===== config.mk =====
export PLATFORM = sky130hd
export DESIGN_NAME = bmp_stream_pixel_decoder
export DESIGN_NICKNAME = d
export VERILOG_FILES = /design/src/sv/bsd_pkg.sv /design/src/sv/bsd_ctrl.sv /design/src/sv/bsd_datapath.sv /design/src/sv/bmp_stream_pixel_decoder.sv
export SDC_FILE = /design/constraint.sdc
export NUM_CORES = 1
export LEC_CHECK = 0
export ABC_AREA = 1
export BUFFER_PORTS_ARGS = -buffer_cell sky130_fd_sc_hd__buf_2
export CAP_MARGIN = 20
export CORE_AREA = 8 8 309 311
export DETAILED_ROUTE_END_ITERATION = 8
export DIE_AREA = 0 0 317 319
export PLACE_DENSITY = 0.48
export SLEW_MARGIN = 15
export SYNTH_ARGS = -nofsm -noshare
export SYNTH_HDL_FRONTEND = slang
export SYNTH_SLANG_ARGS = --single-unit

===== constraint.sdc =====
create_clock -name clk -period 7.3 [get_ports clk]
set_input_delay 1.46 -clock clk [delete_from_list [all_inputs] [get_ports clk]]
set_output_delay 1.46 -clock clk [all_outputs]
set_load 0.01 [all_outputs]

===== src/sv/bsd_pkg.sv =====
// Shared types and constants for the BMP stream pixel decoder.
package bsd_pkg;

    localparam int DEFAULT_MAX_DIMENSION = 4096;
    localparam int HDR_BYTES             = 54;
    localparam int HDR_SIZE_40           = 40;
    localparam int BPP_24                = 24;
    localparam int BPP_32                = 32;
    localparam logic [7:0] SIG_B         = 8'h42;
    localparam logic [7:0] SIG_M         = 8'h4D;

    localparam logic [1:0] KIND_HEADER = 2'd0;
    localparam logic [1:0] KIND_PIXEL  = 2'd1;
    localparam logic [1:0] KIND_REJECT = 2'd2;

    localparam logic [3:0] RSN_NONE        = 4'd0;
    localparam logic [3:0] RSN_SHORT       = 4'd1;
    localparam logic [3:0] RSN_SIGNATURE   = 4'd2;
    localparam logic [3:0] RSN_HDR_SIZE    = 4'd3;
    localparam logic [3:0] RSN_WIDTH       = 4'd4;
    localparam logic [3:0] RSN_HEIGHT      = 4'd5;
    localparam logic [3:0] RSN_COMPRESSION = 4'd6;
    localparam logic [3:0] RSN_DEPTH       = 4'd7;
    localparam logic [3:0] RSN_DATA_SHORT  = 4'd8;
    localparam logic [3:0] RSN_OFFSET      = 4'd9;

    typedef struct packed {
        logic       accept;
        logic       last;
        logic       hdr_end;
        logic [3:0] hdr_reason;
        logic       offset_past_hdr;
        logic       skip_reached;
        logic       pix_emit;
        logic       row_done;
    } status_t;

    typedef struct packed {
        logic       capture;
        logic       pix_step;
        logic       emit;
        logic [1:0] kind;
        logic [3:0] reason;
        logic       clear;
    } cmd_t;

endpackage


===== src/sv/bsd_ctrl.sv =====
// Phase controller: header, skip, pixel and drain sequencing.
module bsd_ctrl (
    input  logic             clk,
    input  logic             rst_n,
    input  bsd_pkg::status_t status,
    output bsd_pkg::cmd_t    cmd
);

    typedef enum logic [1:0] {
        PH_HEADER,
        PH_SKIP,
        PH_PIXEL,
        PH_DRAIN
    } phase_t;

    phase_t     state_reg;
    phase_t     state_next;
    logic [3:0] hdr_rsn;

    always_comb
    begin
        cmd        = '0;
        state_next = state_reg;
        hdr_rsn    = status.hdr_reason;
        if (status.accept)
        begin
            case (state_reg)
                PH_HEADER:
                begin
                    cmd.capture = 1'b1;
                    if (status.hdr_end)
                    begin
                        if (hdr_rsn == bsd_pkg::RSN_NONE && status.last)
                        begin
                            hdr_rsn = bsd_pkg::RSN_DATA_SHORT;
                        end
                        cmd.emit = 1'b1;
                        if (hdr_rsn != bsd_pkg::RSN_NONE)
                        begin
                            cmd.kind   = bsd_pkg::KIND_REJECT;
                            cmd.reason = hdr_rsn;
                            state_next = PH_DRAIN;
                        end
                        else
                        begin
                            cmd.kind   = bsd_pkg::KIND_HEADER;
                            state_next = status.offset_past_hdr ? PH_SKIP : PH_PIXEL;
                        end
                    end
                    else if (status.last)
                    begin
                        cmd.emit   = 1'b1;
                        cmd.kind   = bsd_pkg::KIND_REJECT;
                        cmd.reason = bsd_pkg::RSN_SHORT;
                    end
                end
                PH_SKIP, PH_PIXEL:
                begin
                    cmd.pix_step = (state_reg == PH_PIXEL) || status.skip_reached;
                    if (cmd.pix_step && status.pix_emit)
                    begin
                        cmd.emit = 1'b1;
                        cmd.kind = bsd_pkg::KIND_PIXEL;
                    end
                    if (status.last && !(cmd.pix_step && status.row_done))
                    begin
                        cmd.emit   = 1'b1;
                        cmd.kind   = bsd_pkg::KIND_REJECT;
                        cmd.reason = bsd_pkg::RSN_DATA_SHORT;
                    end
                    if (cmd.pix_step)
                    begin
                        state_next = status.row_done ? PH_DRAIN : PH_PIXEL;
                    end
                end
                default:
                begin
                    state_next = state_reg;
                end
            endcase
            if (status.last)
            begin
                cmd.clear  = 1'b1;
                state_next = PH_HEADER;
            end
        end
    end

    always_ff @(posedge clk or negedge rst_n)
    begin
        if (!rst_n)
        begin
            state_reg <= PH_HEADER;
        end
        else
        begin
            state_reg <= state_next;
        end
    end

endmodule


===== src/sv/bsd_datapath.sv =====
// Datapath: byte counter, header fields, header check, pixel assembly, result register.
module bsd_datapath #(
    parameter int MAX_DIMENSION = bsd_pkg::DEFAULT_MAX_DIMENSION
) (
    input  logic             clk,
    input  logic             rst_n,
    input  logic             accept,
    input  logic [7:0]       data_byte,
    input  logic [31:0]      file_length,
    input  logic             last_byte,
    input  logic             out_stall,
    input  bsd_pkg::cmd_t    cmd,
    output bsd_pkg::status_t status,
    output logic             out_valid,
    output logic [1:0]       result_kind,
    output logic [3:0]       reject_reason,
    output logic [23:0]      pixel_rgb,
    output logic [11:0]      column,
    output logic [11:0]      dest_row,
    output logic [12:0]      image_width,
    output logic [12:0]      image_height,
    output logic             end_of_image
);

    localparam int DW     = $clog2(MAX_DIMENSION + 1);
    localparam int SW     = DW + 2;
    localparam int PW     = SW + DW;
    localparam int NEED_W = (2 * DW + 3 > 33) ? 2 * DW + 3 : 33;

    logic [31:0]     byte_count_reg;
    logic [7:0]      sig0_reg;
    logic [7:0]      sig1_reg;
    logic [31:0]     offset_reg;
    logic [31:0]     hsize_reg;
    logic [31:0]     width_reg;
    logic [31:0]     height_reg;
    logic [15:0]     bpp_reg;
    logic [31:0]     comp_reg;
    logic [31:0]     hmag_reg;
    logic            rows_down_reg;
    logic [SW-1:0]   wbytes_reg;
    logic [SW-1:0]   stride_reg;
    logic [DW-1:0]   wm1_reg;
    logic [DW-1:0]   hm1_reg;
    logic [PW-1:0]   prod_reg;
    logic [NEED_W-1:0] need_reg;

    logic [DW-1:0]   col_reg;
    logic [DW-1:0]   srow_reg;
    logic [1:0]      bip_reg;
    logic [SW-1:0]   rbp_reg;
    logic [15:0]     partial_reg;

    logic            ov_reg;
    logic [1:0]      kind_reg;
    logic [3:0]      rsn_reg;
    logic [23:0]     rgb_reg;
    logic [11:0]     colo_reg;
    logic [11:0]     rowo_reg;
    logic [12:0]     iw_reg;
    logic [12:0]     ih_reg;
    logic            eoi_reg;

    logic [5:0]      idx6;
    logic [5:0]      rel_off;
    logic [5:0]      rel_hs;
    logic [5:0]      rel_w;
    logic [5:0]      rel_h;
    logic [5:0]      rel_c;
    logic            is32;
    logic [DW-1:0]   w_dw;
    logic [SW-1:0]   wbytes_calc;
    logic [SW-1:0]   rbp_inc;
    logic            in_row;
    logic            pix_last;
    logic            row_end;
    logic [DW-1:0]   dest_calc;
    logic [3:0]      reason;

    assign idx6    = byte_count_reg[5:0];
    assign rel_off = idx6 - 6'd10;
    assign rel_hs  = idx6 - 6'd14;
    assign rel_w   = idx6 - 6'd18;
    assign rel_h   = idx6 - 6'd22;
    assign rel_c   = idx6 - 6'd30;
    assign is32    = (bpp_reg == 16'(bsd_pkg::BPP_32));
    assign w_dw    = width_reg[DW-1:0];
    assign wbytes_calc = is32 ? {w_dw, 2'b00} : ({2'b00, w_dw} + {1'b0, w_dw, 1'b0});

    assign in_row   = rbp_reg < wbytes_reg;
    assign pix_last = is32 ? (bip_reg == 2'd3) : (bip_reg == 2'd2);
    assign rbp_inc  = rbp_reg + 1'b1;
    assign row_end  = (rbp_inc == stride_reg);
    assign dest_calc = rows_down_reg ? srow_reg : (hm1_reg - srow_reg);

    always_comb
    begin
        if (file_length < 32'(bsd_pkg::HDR_BYTES))
            reason = bsd_pkg::RSN_SHORT;
        else if (sig0_reg != bsd_pkg::SIG_B || sig1_reg != bsd_pkg::SIG_M)
            reason = bsd_pkg::RSN_SIGNATURE;
        else if (hsize_reg != 32'(bsd_pkg::HDR_SIZE_40))
            reason = bsd_pkg::RSN_HDR_SIZE;
        else if (width_reg == 32'd0 || width_reg > 32'(MAX_DIMENSION))
            reason = bsd_pkg::RSN_WIDTH;
        else if (hmag_reg == 32'd0 || hmag_reg > 32'(MAX_DIMENSION))
            reason = bsd_pkg::RSN_HEIGHT;
        else if (comp_reg != 32'd0)
            reason = bsd_pkg::RSN_COMPRESSION;
        else if (bpp_reg != 16'(bsd_pkg::BPP_24) && !is32)
            reason = bsd_pkg::RSN_DEPTH;
        else if (need_reg > NEED_W'(file_length))
            reason = bsd_pkg::RSN_DATA_SHORT;
        else if (offset_reg < 32'(bsd_pkg::HDR_BYTES))
            reason = bsd_pkg::RSN_OFFSET;
        else
            reason = bsd_pkg::RSN_NONE;
    end

    always_comb
    begin
        status                 = '0;
        status.accept          = accept;
        status.last            = last_byte;
        status.hdr_end         = (byte_count_reg == 32'(bsd_pkg::HDR_BYTES - 1));
        status.hdr_reason      = reason;
        status.offset_past_hdr = offset_reg > 32'(bsd_pkg::HDR_BYTES);
        status.skip_reached    = byte_count_reg >= offset_reg;
        status.pix_emit        = in_row && (bip_reg == 2'd2);
        status.row_done        = row_end && (srow_reg == hm1_reg);
    end

    always_ff @(posedge clk)
    begin
        if (accept && cmd.capture && byte_count_reg < 32'(bsd_pkg::HDR_BYTES))
        begin
            case (idx6) inside
                6'd0:            sig0_reg <= data_byte;
                6'd1:            sig1_reg <= data_byte;
                [6'd10:6'd13]:   offset_reg[rel_off[1:0]*8 +: 8] <= data_byte;
                [6'd14:6'd17]:   hsize_reg[rel_hs[1:0]*8 +: 8] <= data_byte;
                [6'd18:6'd21]:   width_reg[rel_w[1:0]*8 +: 8] <= data_byte;
                [6'd22:6'd25]:   height_reg[rel_h[1:0]*8 +: 8] <= data_byte;
                6'd28:           bpp_reg[7:0] <= data_byte;
                6'd29:           bpp_reg[15:8] <= data_byte;
                [6'd30:6'd33]:   comp_reg[rel_c[1:0]*8 +: 8] <= data_byte;
                6'd34:
                begin
                    hmag_reg      <= height_reg[31] ? (32'd0 - height_reg) : height_reg;
                    rows_down_reg <= height_reg[31];
                    wbytes_reg    <= wbytes_calc;
                    wm1_reg       <= w_dw - 1'b1;
                end
                6'd35:
                begin
                    stride_reg <= (wbytes_reg + SW'(3)) & ~SW'(3);
                    hm1_reg    <= hmag_reg[DW-1:0] - 1'b1;
                end
                6'd36:           prod_reg <= PW'(stride_reg) * PW'(hmag_reg[DW-1:0]);
                6'd37:           need_reg <= NEED_W'(offset_reg) + NEED_W'(prod_reg);
                default:
                begin
                    sig0_reg <= sig0_reg;
                end
            endcase
        end
        if (accept && cmd.pix_step && in_row)
        begin
            if (bip_reg == 2'd0)
                partial_reg <= {8'd0, data_byte};
            else if (bip_reg == 2'd1)
                partial_reg <= {data_byte, partial_reg[7:0]};
        end
    end

    always_ff @(posedge clk or negedge rst_n)
    begin
        if (!rst_n)
        begin
            byte_count_reg <= '0;
            col_reg        <= '0;
            srow_reg       <= '0;
            bip_reg        <= '0;
            rbp_reg        <= '0;
        end
        else if (accept)
        begin
            byte_count_reg <= byte_count_reg + 32'd1;
            if (cmd.pix_step)
            begin
                if (in_row)
                begin
                    if (pix_last)
                    begin
                        bip_reg <= '0;
                        col_reg <= col_reg + 1'b1;
                    end
                    else
                    begin
                        bip_reg <= bip_reg + 2'd1;
                    end
                end
                rbp_reg <= rbp_inc;
                if (row_end)
                begin
                    rbp_reg  <= '0;
                    col_reg  <= '0;
                    bip_reg  <= '0;
                    srow_reg <= srow_reg + 1'b1;
                end
            end
            if (cmd.clear)
            begin
                byte_count_reg <= '0;
                col_reg        <= '0;
                srow_reg       <= '0;
                bip_reg        <= '0;
                rbp_reg        <= '0;
            end
        end
    end

    always_ff @(posedge clk or negedge rst_n)
    begin
        if (!rst_n)
        begin
            ov_reg <= 1'b0;
        end
        else if (cmd.emit)
        begin
            ov_reg <= 1'b1;
        end
        else if (!out_stall)
        begin
            ov_reg <= 1'b0;
        end
    end

    always_ff @(posedge clk)
    begin
        if (cmd.emit)
        begin
            kind_reg <= cmd.kind;
            rsn_reg  <= cmd.reason;
            rgb_reg  <= '0;
            colo_reg <= '0;
            rowo_reg <= '0;
            eoi_reg  <= 1'b0;
            iw_reg   <= 13'(width_reg);
            ih_reg   <= 13'(hmag_reg);
            case (cmd.kind)
                bsd_pkg::KIND_PIXEL:
                begin
                    rgb_reg  <= {data_byte, partial_reg};
                    colo_reg <= 12'(col_reg);
                    rowo_reg <= 12'(dest_calc);
                    eoi_reg  <= (col_reg == wm1_reg) && (srow_reg == hm1_reg);
                end
                bsd_pkg::KIND_REJECT:
                begin
                    iw_reg <= '0;
                    ih_reg <= '0;
                end
                default:
                begin
                    eoi_reg <= 1'b0;
                end
            endcase
        end
    end

    assign out_valid     = ov_reg;
    assign result_kind   = kind_reg;
    assign reject_reason = rsn_reg;
    assign pixel_rgb     = rgb_reg;
    assign column        = colo_reg;
    assign dest_row      = rowo_reg;
    assign image_width   = iw_reg;
    assign image_height  = ih_reg;
    assign end_of_image  = eoi_reg;

endmodule


===== src/sv/bmp_stream_pixel_decoder.sv =====
// Top level of the BMP stream pixel decoder: controller plus datapath.
//
//   channel | signals                                  | direction
//   input   | in_valid, in_stall, data_byte,           | byte in
//           | file_length, last_byte                   |
//   output  | out_valid, out_stall, result_kind, ...   | result out
//
// One byte per cycle while in_stall is low; a byte's result, if it has one, is registered and
// shows on the output in the cycle after the transfer.
// A result sits in one output register; a new byte is taken while that
// register is empty or being emptied, so in_stall follows a held result.
// Reset returns to the header phase; last_byte does the same per file.
module bmp_stream_pixel_decoder #(
    parameter int MAX_DIMENSION = bsd_pkg::DEFAULT_MAX_DIMENSION
) (
    input  logic        clk,
    input  logic        rst_n,
    input  logic        in_valid,
    output logic        in_stall,
    input  logic [7:0]  data_byte,
    input  logic [31:0] file_length,
    input  logic        last_byte,
    output logic        out_valid,
    input  logic        out_stall,
    output logic [1:0]  result_kind,
    output logic [3:0]  reject_reason,
    output logic [23:0] pixel_rgb,
    output logic [11:0] column,
    output logic [11:0] dest_row,
    output logic [12:0] image_width,
    output logic [12:0] image_height,
    output logic        end_of_image
);

    bsd_pkg::status_t status;
    bsd_pkg::cmd_t    cmd;
    logic             accept;

    assign in_stall = out_valid & out_stall;
    assign accept   = in_valid & ~in_stall;

    bsd_ctrl u_ctrl (
        .clk    (clk),
        .rst_n  (rst_n),
        .status (status),
        .cmd    (cmd)
    );

    bsd_datapath #(
        .MAX_DIMENSION (MAX_DIMENSION)
    ) u_dp (
        .clk           (clk),
        .rst_n         (rst_n),
        .accept        (accept),
        .data_byte     (data_byte),
        .file_length   (file_length),
        .last_byte     (last_byte),
        .out_stall     (out_stall),
        .cmd           (cmd),
        .status        (status),
        .out_valid     (out_valid),
        .result_kind   (result_kind),
        .reject_reason (reject_reason),
        .pixel_rgb     (pixel_rgb),
        .column        (column),
        .dest_row      (dest_row),
        .image_width   (image_width),
        .image_height  (image_height),
        .end_of_image  (end_of_image)
    );

endmodule


==> flow_summary.ini <==
[clock_network]
cts_sinks = 513
ctsResizeCount = 0
insertion_delay_ns = 0.64
tritoncts = built
h-tree-depth = 2
cts-buffers-inserted = 59
cts_setup_buffers = 0
cts.clk_slew.worst_paths_ns = 0.06
cts.path.max_buffers = 3
cts_hold_buf = 0
cts_root_buf = clkbuf_16

[sta]
timing.final.max_slew_violations = 0
grt_setup_unrepaired = false
skew_ns = 0.0306
hold_viol = 0
max_clock_freq_mhz = 160
finalWorstSetupSlack_ns = 1.07
finalCriticalPeriod_ns = 6.23
worst_pin_slew_ns = 1.13
fin_setup_tns_ns = 0
fin_crit_sh_pct = 85.4
setup_viol = 0
relSlewSlack_pct = 24.0

[synthesis]
synth_area_leaders = edfxtp_1, ha_1, fa_1, nand2_1, inv_1
yosysSeqAreaShare_pct = 48.0
ys_types = 59
synth.cell_area_sq_um = 31300
synth_fp_nets = 3535
synthFlopType = edfxtp_1
netlist.top_cell.by_area = edfxtp_1
synth-edff-count = 435
ys_ff_latch = 513
synth_top_area_share_pct = 41.7
yosys_warnings = 0
syn-instance-count = 3130
async_flop_share_pct = 15.2
synth_area_per_cell_sq_um = 10.0

[setup_path]
cp.required_ns = 7.67
criticalPathCategory = flop to flop
worstPathArrival_ns = 6.60
worst-path-max-fanout = 17
crit_path_start_kind = flop
endpoint_kind = flop

[global_routing]
grt_pass1_wl_mm = 129
grt_antenna_before_repair = 1
track_usage_pct = 16.6
grt_overflow = 0
grt_pass1_vias = 21516
grt_max_degree = 82

[detailed_routing]
vias = 21679
drc_errors = 0
via_per_inst = 4.80
wire_per_inst_microns = 18.8
wl_mm = 85.0
initialDrtViolationCount = 1665
detail-route-antenna-nets = 0
firstDrtPassIters = 6

[floorplanning]
die_w_microns = 317
initial_utilization_pct = 34.5
die_h_microns = 319
io_pins = 128
core_area_sq_um = 90700
design.die.area_sq_um = 101000
rows = 111

[layout]
nets = 3683
fin_cells = 4513
syn_to_final_growth_pct = 12.9
finalInstanceArea_sq_um = 35300
drive_gt1_share_pct = 9.95
fillers = 9037
largest_register_ff_count = 33
num_antenna_cells = 0

[power]
power_mw = 7.93
leakagePower_nw = 15.5
powerDensity_nw_per_um2 = 224
ir_drop_mv = 0.202

[placement]
dpl.cell_count = 4400
io_buffers = 127
gp_congestion = 0.859
pre_cts_slack_ns = 1.08
dpl.hpwl_mm = 67.0
placed_cell_area_sq_um = 33300

[job]
maxCapViolCount = 0

[run_status]
status = finished clean

[min_path]
hp-class = flop to flop
==> cell usage in the layout (no fill, tap or decap), drive strengths merged, types with 6 or more instances in the layout <==
master	netlist	layout
nor2	289	289
o31ai	6	6
nor3	61	61
nor4	57	57
xnor2	38	38
a21oi	164	164
nand3b	12	12
inv	528	530
o21ai	130	130
fa	124	124
or2	16	16
a211oi	6	6
clkbuf	46	81
nand4	49	49
clkinv	4	25
buf	17	149
nand2	540	540
o21bai	7	7
nand3	98	98
xor2	125	125
dfrtp	78	78
ha	236	236
edfxtp	435	435
o22ai	12	12
a31oi	12	12
==> cell type report <==
| cell class | count | area [sq um] | area share (%) |
|---|---|---|---|
| multi-input cells | 2022 | 14000 | 39.8 |
| flip-flops and latches | 513 | 15000 | 42.5 |
| well taps | 1186 | 1480 | 4.20 |
| inverters | 532 | 2000 | 5.67 |
| clock buffers | 80 | 1640 | 4.63 |
| clock inverters | 30 | 332 | 0.938 |
| repair buffers | 150 | 826 | 2.34 |
==> cell families (layout without fill, tap and decap cells) <==
family                     count (synthesis)  count (layout)  share of synthesized area (%)
xor gates and xnor gates                 163             163                           4.58
DFF                                      513             513                           48.0
AOI/OAI and AO/OA                        366             366                           6.41
and+or+nand+nor                         1133            1133                           16.4
buffers and inverters                    595             792                           7.33
adders and majority gates                360             360                           17.4
==> worst max-delay path, cell delays in order, from the launching register on <==
cell and delay [ns]:
edfxtp_1 0.75, nand2_1 0.17, fa_1 0.53, inv_1 0.05
fa_1 0.53, inv_1 0.05, fa_1 0.50, inv_1 0.05
fa_1 0.46, fa_1 0.49, ha_1 0.36, a21oi_1 0.21
o21ai_0 0.14, nand2_1 0.08, o211ai_1 0.08, a31oi_1 0.40
o21ai_0 0.23, a21boi_0 0.31, o21ai_0 0.19, a21oi_1 0.16
nor2_1 0.05, nor2_1 0.10, xor2_1 0.07
==> per-layer routing <==
layer / wire length, microns / global-route usage [%]
met1: 41700 / 24.0
met2: 38200 / 26.2
met3: 3400 / 2.10
met4: 1720 / 3.81
met5: 0 / 0
==> through the flow <==
stage          util, %  hold WS [ns]
2_1_floorplan        -         0.424
6_report          39.0         0.524
4_1_cts           38.9         0.523
5_1_grt           39.0         0.547
3_5_place_dp      36.8         0.507
3_3_place_gp      36.8         0.505
==> worst paths after layout <==
path	startpoint	to	slack, ns	depth (start not counted)
setup reg to reg	u_dp.hmag_reg[2]	u_dp.prod_reg[26]	1.07	22
setup / recovery	u_dp.hmag_reg[2]	u_dp.prod_reg[26]	1.07	22
max in group asynchronous	rst_n	u_dp.byte_count_reg[26]	5.35	2
min in group asynchronous	rst_n	u_dp.srow_reg[1]	0.72	1
hold reg to reg	u_dp.col_reg[9]	u_dp.col_reg[9]	0.52	2
hold / removal	u_dp.col_reg[9]	u_dp.col_reg[9]	0.52	2
==> cell usage after synthesis, types with 46 or more instances <==
cell type,instances
a21oi_1,164
nor4_1,56
o21ai_0,108
edfxtp_1,435
nor2_1,264
inv_1,523
dfrtp_1,78
nor3_1,54
clkbuf_1,46
xor2_1,124
ha_1,236
nand3_1,94
nand2_1,528
fa_1,124
==> where the power goes <==
group	internal [mW]	total [mW]	switching, mW
logic	0.365	1.31	0.940
registers	3.49	3.63	0.133
clock network	1.75	3.00	1.25
Note: power is estimated with default switching activity, not from simulation.
